$ cat src/assert_macros.svh
// ----------------------------------------------------------------------------
// assert_macros.svh
// Assertion shorthands shared by the RTL. The enclosing module must provide
// clk and rst_n.
// ----------------------------------------------------------------------------
`ifndef ASSERT_MACROS_SVH
`define ASSERT_MACROS_SVH

// same-cycle implication
`define ASSERT_SAME(label, ante, cons, msg) \
    label: assert property (@(posedge clk) disable iff (!rst_n) (ante) |-> (cons)) \
        else $error(msg);

// next-cycle implication
`define ASSERT_NEXT(label, ante, cons, msg) \
    label: assert property (@(posedge clk) disable iff (!rst_n) (ante) |=> (cons)) \
        else $error(msg);

`endif

$ cat src/itoa_pkg.sv
// ----------------------------------------------------------------------------
// itoa_pkg
// Format codes, character constants, cell control type and digit-to-ASCII map.
// ----------------------------------------------------------------------------
package itoa_pkg;

    localparam logic [1:0] FMT_SDEC = 2'd0;
    localparam logic [1:0] FMT_UDEC = 2'd1;
    localparam logic [1:0] FMT_LHEX = 2'd2;
    localparam logic [1:0] FMT_UHEX = 2'd3;

    localparam logic [7:0] CHAR_ZERO    = 8'h30;
    localparam logic [7:0] CHAR_MINUS   = 8'h2d;
    localparam logic [7:0] CHAR_UPPER_A = 8'h41;
    localparam logic [7:0] CHAR_LOWER_A = 8'h61;

    localparam logic [3:0] DIGIT_TEN = 4'd10;

    typedef struct packed {
        logic clear;   // zero the digit
        logic conv;    // take one bit from below (double dabble step)
        logic dec;     // apply the add-3 correction (decimal)
        logic shift;   // take the whole digit from the cell below
    } cell_ctrl_t;

    function automatic logic [7:0] digit_char(input logic [3:0] d, input logic upper);
        logic [7:0] base;
        base = upper ? CHAR_UPPER_A : CHAR_LOWER_A;
        if (d < DIGIT_TEN)
            return CHAR_ZERO + {4'b0000, d};
        else
            return base + {4'b0000, d} - {4'b0000, DIGIT_TEN};
    endfunction

endpackage

$ cat src/itoa_cell.sv
// ----------------------------------------------------------------------------
// itoa_cell
// One 4-bit digit of the conversion chain: a shift-and-add-3 step in convert
// mode, or a plain digit move toward the top in emit mode.
// ----------------------------------------------------------------------------
module itoa_cell
(
    input  logic                   clk,
    input  itoa_pkg::cell_ctrl_t   ctrl,
    input  logic                   bit_in,
    output logic                   bit_out,
    input  logic [3:0]             digit_in,
    output logic [3:0]             digit
);

    logic [3:0] digit_reg;
    logic [3:0] digit_next;
    logic [3:0] adj;

    always_comb
    begin
        adj = digit_reg;
        if (ctrl.dec && (digit_reg >= 4'd5))
            adj = digit_reg + 4'd3;
    end

    assign bit_out = adj[3];
    assign digit   = digit_reg;

    always_comb
    begin
        digit_next = digit_reg;
        if (ctrl.clear)
            digit_next = 4'd0;
        else if (ctrl.conv)
            digit_next = {adj[2:0], bit_in};
        else if (ctrl.shift)
            digit_next = digit_in;
    end

    always_ff @(posedge clk)
    begin
        digit_reg <= digit_next;
    end

endmodule

$ cat src/integer_to_ascii_converter.sv
// ----------------------------------------------------------------------------
// integer_to_ascii_converter: binary word to ASCII decimal or hex text.
// An accepted word is shifted through the digit chain bit by bit, then a '-'
// goes out if it is negative, then the digit slots (10 at width 32) go out
// from the top, leading zeros skipped; there are no stalls.
// Reset (rst_n, async) returns to idle and drops valid; digit cells unreset.
// ----------------------------------------------------------------------------
module integer_to_ascii_converter
#(
    parameter int DATA_WIDTH = 32
)
(
    input  logic                  clk,
    input  logic                  rst_n,
    input  logic                  start,
    output logic                  busy,
    input  logic [1:0]            req_type,
    input  logic [DATA_WIDTH-1:0] value,
    output logic                  valid,
    output logic [7:0]            char_code,
    output logic                  last
);

`include "assert_macros.svh"

    localparam int NUM_DIGITS = (DATA_WIDTH * 30103) / 100000 + 1;
    localparam int CNT_W      = $clog2(DATA_WIDTH);

    localparam logic [1:0] ST_IDLE = 2'd0;
    localparam logic [1:0] ST_CONV = 2'd1;
    localparam logic [1:0] ST_SIGN = 2'd2;
    localparam logic [1:0] ST_EMIT = 2'd3;

    logic [1:0]            state_reg, state_next;
    logic [CNT_W-1:0]      cnt_reg, cnt_next;
    logic [DATA_WIDTH-1:0] bin_reg, bin_next;
    logic                  neg_reg, neg_next;
    logic                  hex_reg, hex_next;
    logic                  upper_reg, upper_next;
    logic                  started_reg, started_next;
    logic                  valid_reg, valid_next;
    logic [7:0]            char_reg, char_next;
    logic                  last_reg, last_next;

    itoa_pkg::cell_ctrl_t  ctrl;
    logic                  carry [NUM_DIGITS+1];
    logic [3:0]            digits [NUM_DIGITS];
    logic [3:0]            top_digit;
    logic                  accept;
    logic                  in_neg;

    assign accept    = start && (state_reg == ST_IDLE);
    assign in_neg    = (req_type == itoa_pkg::FMT_SDEC) && value[DATA_WIDTH-1];
    assign top_digit = digits[NUM_DIGITS-1];
    assign carry[0]  = bin_reg[DATA_WIDTH-1];

    always_comb
    begin
        ctrl.clear = accept;
        ctrl.conv  = (state_reg == ST_CONV);
        ctrl.dec   = (state_reg == ST_CONV) && !hex_reg;
        ctrl.shift = (state_reg == ST_EMIT);
    end

    genvar gi;
    generate
        for (gi = 0; gi < NUM_DIGITS; gi++)
        begin : g_cell
            logic [3:0] below;
            if (gi == 0)
            begin : g_bottom
                assign below = 4'd0;
            end
            else
            begin : g_mid
                assign below = digits[gi-1];
            end
            itoa_cell u_cell
            (
                .clk      (clk),
                .ctrl     (ctrl),
                .bit_in   (carry[gi]),
                .bit_out  (carry[gi+1]),
                .digit_in (below),
                .digit    (digits[gi])
            );
        end
    endgenerate

    always_comb
    begin
        state_next   = state_reg;
        cnt_next     = cnt_reg;
        bin_next     = bin_reg;
        neg_next     = neg_reg;
        hex_next     = hex_reg;
        upper_next   = upper_reg;
        started_next = started_reg;
        valid_next   = 1'b0;
        char_next    = char_reg;
        last_next    = last_reg;

        case (state_reg)
            ST_IDLE:
            begin
                if (accept)
                begin
                    bin_next     = in_neg ? (~value + 1'b1) : value;
                    neg_next     = in_neg;
                    hex_next     = req_type[1];
                    upper_next   = (req_type == itoa_pkg::FMT_UHEX);
                    started_next = 1'b0;
                    cnt_next     = '0;
                    state_next   = ST_CONV;
                end
            end
            ST_CONV:
            begin
                bin_next = {bin_reg[DATA_WIDTH-2:0], 1'b0};
                cnt_next = cnt_reg + 1'b1;
                if (cnt_reg == CNT_W'(DATA_WIDTH - 1))
                begin
                    cnt_next   = CNT_W'(NUM_DIGITS - 1);
                    state_next = neg_reg ? ST_SIGN : ST_EMIT;
                end
            end
            ST_SIGN:
            begin
                valid_next = 1'b1;
                char_next  = itoa_pkg::CHAR_MINUS;
                last_next  = 1'b0;
                state_next = ST_EMIT;
            end
            ST_EMIT:
            begin
                // skip leading zeros, but the final slot always goes out
                if (started_reg || (top_digit != 4'd0) || (cnt_reg == '0))
                begin
                    valid_next = 1'b1;
                    char_next  = itoa_pkg::digit_char(top_digit, upper_reg);
                    last_next  = (cnt_reg == '0);
                end
                started_next = started_reg || (top_digit != 4'd0);
                cnt_next     = cnt_reg - 1'b1;
                if (cnt_reg == '0)
                    state_next = ST_IDLE;
            end
            default:
            begin
                state_next = ST_IDLE;
            end
        endcase
    end

    always_ff @(posedge clk or negedge rst_n)
    begin
        if (!rst_n)
        begin
            state_reg <= ST_IDLE;
            valid_reg <= 1'b0;
        end
        else
        begin
            state_reg <= state_next;
            valid_reg <= valid_next;
        end
    end

    always_ff @(posedge clk)
    begin
        cnt_reg     <= cnt_next;
        bin_reg     <= bin_next;
        neg_reg     <= neg_next;
        hex_reg     <= hex_next;
        upper_reg   <= upper_next;
        started_reg <= started_next;
        char_reg    <= char_next;
        last_reg    <= last_next;
    end

    assign busy      = (state_reg != ST_IDLE);
    assign valid     = valid_reg;
    assign char_code = char_reg;
    assign last      = last_reg;

    `ASSERT_SAME(a_chain_no_overflow, state_reg == ST_CONV, !carry[NUM_DIGITS],
        "digit chain overflowed")
    `ASSERT_NEXT(a_gap_after_last, valid && last, !valid,
        "word emitted right after final character")
    `ASSERT_SAME(a_done_on_last, $fell(busy), valid && last,
        "went idle without final character")
    `ASSERT_SAME(a_minus_not_last, valid && (char_code == itoa_pkg::CHAR_MINUS), !last,
        "minus sign marked as final character")

endmodule

$ cat config.mk
export PLATFORM = sky130hd
export DESIGN_NAME = integer_to_ascii_converter
export DESIGN_NICKNAME = d
export VERILOG_FILES = /design/src/itoa_pkg.sv /design/src/itoa_cell.sv /design/src/integer_to_ascii_converter.sv
export VERILOG_INCLUDE_DIRS = /design/src /design/src/src
export SDC_FILE = /design/constraint.sdc
export NUM_CORES = 1
export LEC_CHECK = 0
export BUFFER_PORTS_ARGS = -buffer_cell sky130_fd_sc_hd__buf_2
export CORE_UTILIZATION = 55
export DETAILED_ROUTE_END_ITERATION = 10
export GPL_ROUTABILITY_DRIVEN = 0
export PLACE_DENSITY = 0.85
export SLEW_MARGIN = 20
export SYNTH_ARGS = -nofsm -noshare
export SYNTH_HDL_FRONTEND = slang
export SYNTH_SLANG_ARGS = --single-unit
$ cat constraint.sdc
create_clock -name clk -period 2.9 [get_ports clk]
set_clock_uncertainty 0.05 [all_clocks]
set_input_delay 0.29 -clock clk [delete_from_list [all_inputs] [get_ports clk]]
set_output_delay 0.29 -clock clk [all_outputs]
set_load 0.02 [all_outputs]
==> run metrics <==
status=finished clean; vias in the first global route=4,971; ANT cells=0; Hold Path Class=input pin to flop; period utilisation layout=0.812; asr flop ratio synth=0.0326; Post-Synthesis Cells=712; 1st-iter DRT viols=510; sequential area share after synthesis=0.385; setup TNS=0 ns; Initial Utilization=0.563; FF+latch count, synth=around 90; Startpoint Class=flop; htree depth=3; Avg WL per Cell=about 17 µm; CP max stage delay=0.49 ns; Placeable Area=0.0108 mm²; I/O pins=48; Syn Nets=779; clock-pin slew on the worst setup and hold paths=~0.09 ns; Synth area leaders=edfxtp_1 (24%), dfxtp_1 (13%), o21ai_0 (10%); Slew @ Worst Pin=0.780 ns; Synth Area in Adders=0.0615; Primary FF master, synth=edfxtp_1; pre-CTS WS=roughly 0.53 ns; mux share of post-synthesis cell area=0.0203; postcts setup bufs=0; row cnt=38; CP max stage cell=nor4b_1; Die X-Extent=107 µm; worst path arrival time=roughly 2.3 ns; top-area cell type share of the netlist area=0.241; post-cts sizing count=0; pwr dens=1110 mW/mm²; FMAX=424 MHz; TritonCTS Buffers=9; Clock Tree Root=clkbuf_8; DPL Wire Length=9.64 mm; endpoints failing setup=0; peak supply drop=0.583 mV; RSZ-0062 raised after global routing=no; MaxCap Viol Count=0; simple-gate portion of the synthesized area=0.220; port buffer count=46; first-pass GRT wire length=23.6 mm; CTS tree=built; fin. max-slew vios=0; Final Power=7.37 mW; Filler cells=about 900; top-count cell post-synth=o21ai_0; Synth Area in XOR/XNOR=0.0230; EDFF count, synth=just under 50; Yosys top cell by area=edfxtp_1; Worst setup EP type=flop; Total Routing Usage GR=0.256; post-route insts no fill=approximately 900; Final ANT Viol Nets=0; final WL=14.6 mm; DRC=0; synthesized cell area=0.00610 mm²; CTS max path bufs=2; Avg Vias per Cell=6.44; drt pass-1 iters=7; fin nets=800; area of the die=0.0115 mm²; CP Class=flop to flop; Critical path buffers and inverters=1; largest net degree at the start of global routing=114; Post-synth top cells=o21ai_0 (123), nand2_1 (51), edfxtp_1 (49), a31oi_1 (42), dfxtp_1 (40); Pleak=2.35 nW; die span in y=107 µm; global route overflow=0; placed cell count=861; initial antenna violation count=0; Yosys cell types=63; Largest register FFs=40; hold slack final=0.0766 ns; combinational family with the most area after synthesis=compound AO/OA/AOI/OAI gates; Syn-to-layout area delta=8.85%; Fin. Hold Viols=0; final worst path period need=2.36 ns; post-synthesis compound-gate area fraction=0.238; CP Max Fanout=8; yosys warns=0; fraction of layout cells with a size suffix above 1=0.123; delay-heaviest family, CP=simple AND/OR/NAND/NOR gates; Vias=5,654; CP required=2.86 ns; PnR worst setup slack=0.544 ns; clock latency on the worst-skew pair=0.37 ns; Num Clock Sinks=between 90 and 100; Synth Area per Inst=about 8.6 µm²; worst rel slew slack=0.473; CP cell instances=inv_1 -> ha_1 -> nor4b_1 -> and2_1 -> nor2_1 -> o21ai_1
[path summary, 6_finish.rpt]
path | startpoint | end | slack (ns) | cells past startpoint
hold / removal | req_type[1] | hex_reg | 0.08 | 1
min in group asynchronous | rst_n | state_reg[1] | 0.20 | 2
setup reg to reg | cnt_reg[0] | char_code[3] | 0.54 | 6
max in group asynchronous | rst_n | valid | 2.47 | 2
hold reg to reg | bin_reg[31] | g_cell[0].u_cell.digit[0] | 0.45 | 2
setup / recovery | cnt_reg[0] | char_code[3] | 0.54 | 6
[area by class of cell]
cell class	instances	area (µm²)	share of cell area
inverter	34	128	0.0192
clock buffer	16	203	0.0305
timing repair buffer	58	335	0.0505
multi-input combinational	538	3460	0.520
tap	140	175	0.0264
sequential	92	2350	0.353
[per-stage QoR]
step	area [µm²]	util
floorplan	6100	-
global placement	6430	0.593
detailed placement	6430	0.593
CTS	6650	0.613
global route	6650	0.613
finish	6650	0.613
[placed cells by master (no fill, tap or decap), types with 3 or more instances in the layout]
cell and count:
dfrtp_1 3, clkbuf_8 10, buf_4 10, a31oi_1 42
nand2b_1 19, a21oi_1 18, nand4_1 8, nor3b_1 5
nand2_1 51, mux2_2 11, buf_2 46, a222oi_1 3
edfxtp_1 49, nor4b_1 5, or3_1 24, o21ai_0 122
nor3_1 17, ha_1 28, a221oi_1 3, clkbuf_1 4
or4_1 23, o21bai_1 9, a21boi_0 3, nor4_1 8
nand3_1 20, xor2_1 4, nor2b_1 13, inv_1 33
or4b_1 3, o31ai_1 3, o211ai_1 13, nor2_1 26
xnor2_1 12, a22oi_1 7, dfxtp_1 40
[power by group]
group,internal (mW),leakage [nW],switching [mW]
combinational,1.40,1.41,2.24
clock,0.443,0.101,0.450
sequential,2.28,0.839,0.557
[logic make-up (layout without fill, tap and decap cells)]
group	count (synthesis)	after routing
compound gates	243	243
xor+xnor	16	16
fa+ha+maj	30	30
buf+inv	82	108
flops	92	92
mux	11	11
other cells	1	1
simple gates	237	237
[per-layer routing]
| layer | track usage | share of wire | vias up |
|---|---|---|---|
| li1 | - | - | 2722 |
| met1 | 0.330 | 0.42 | 2654 |
| met2 | 0.432 | 0.49 | 247 |
| met3 | 0.0496 | 0.070 | 31 |
| met4 | 0.0763 | 0.018 | 0 |
| met5 | 0 | 0 | - |
[repair_timing]
action / CTS / global route
hold buffers: 1 / 0
endpoints found under the hold margin: 3 / 0
setup endpoints to repair: 0 / 0
No activity file was read; power rests on OpenSTA's default activity.
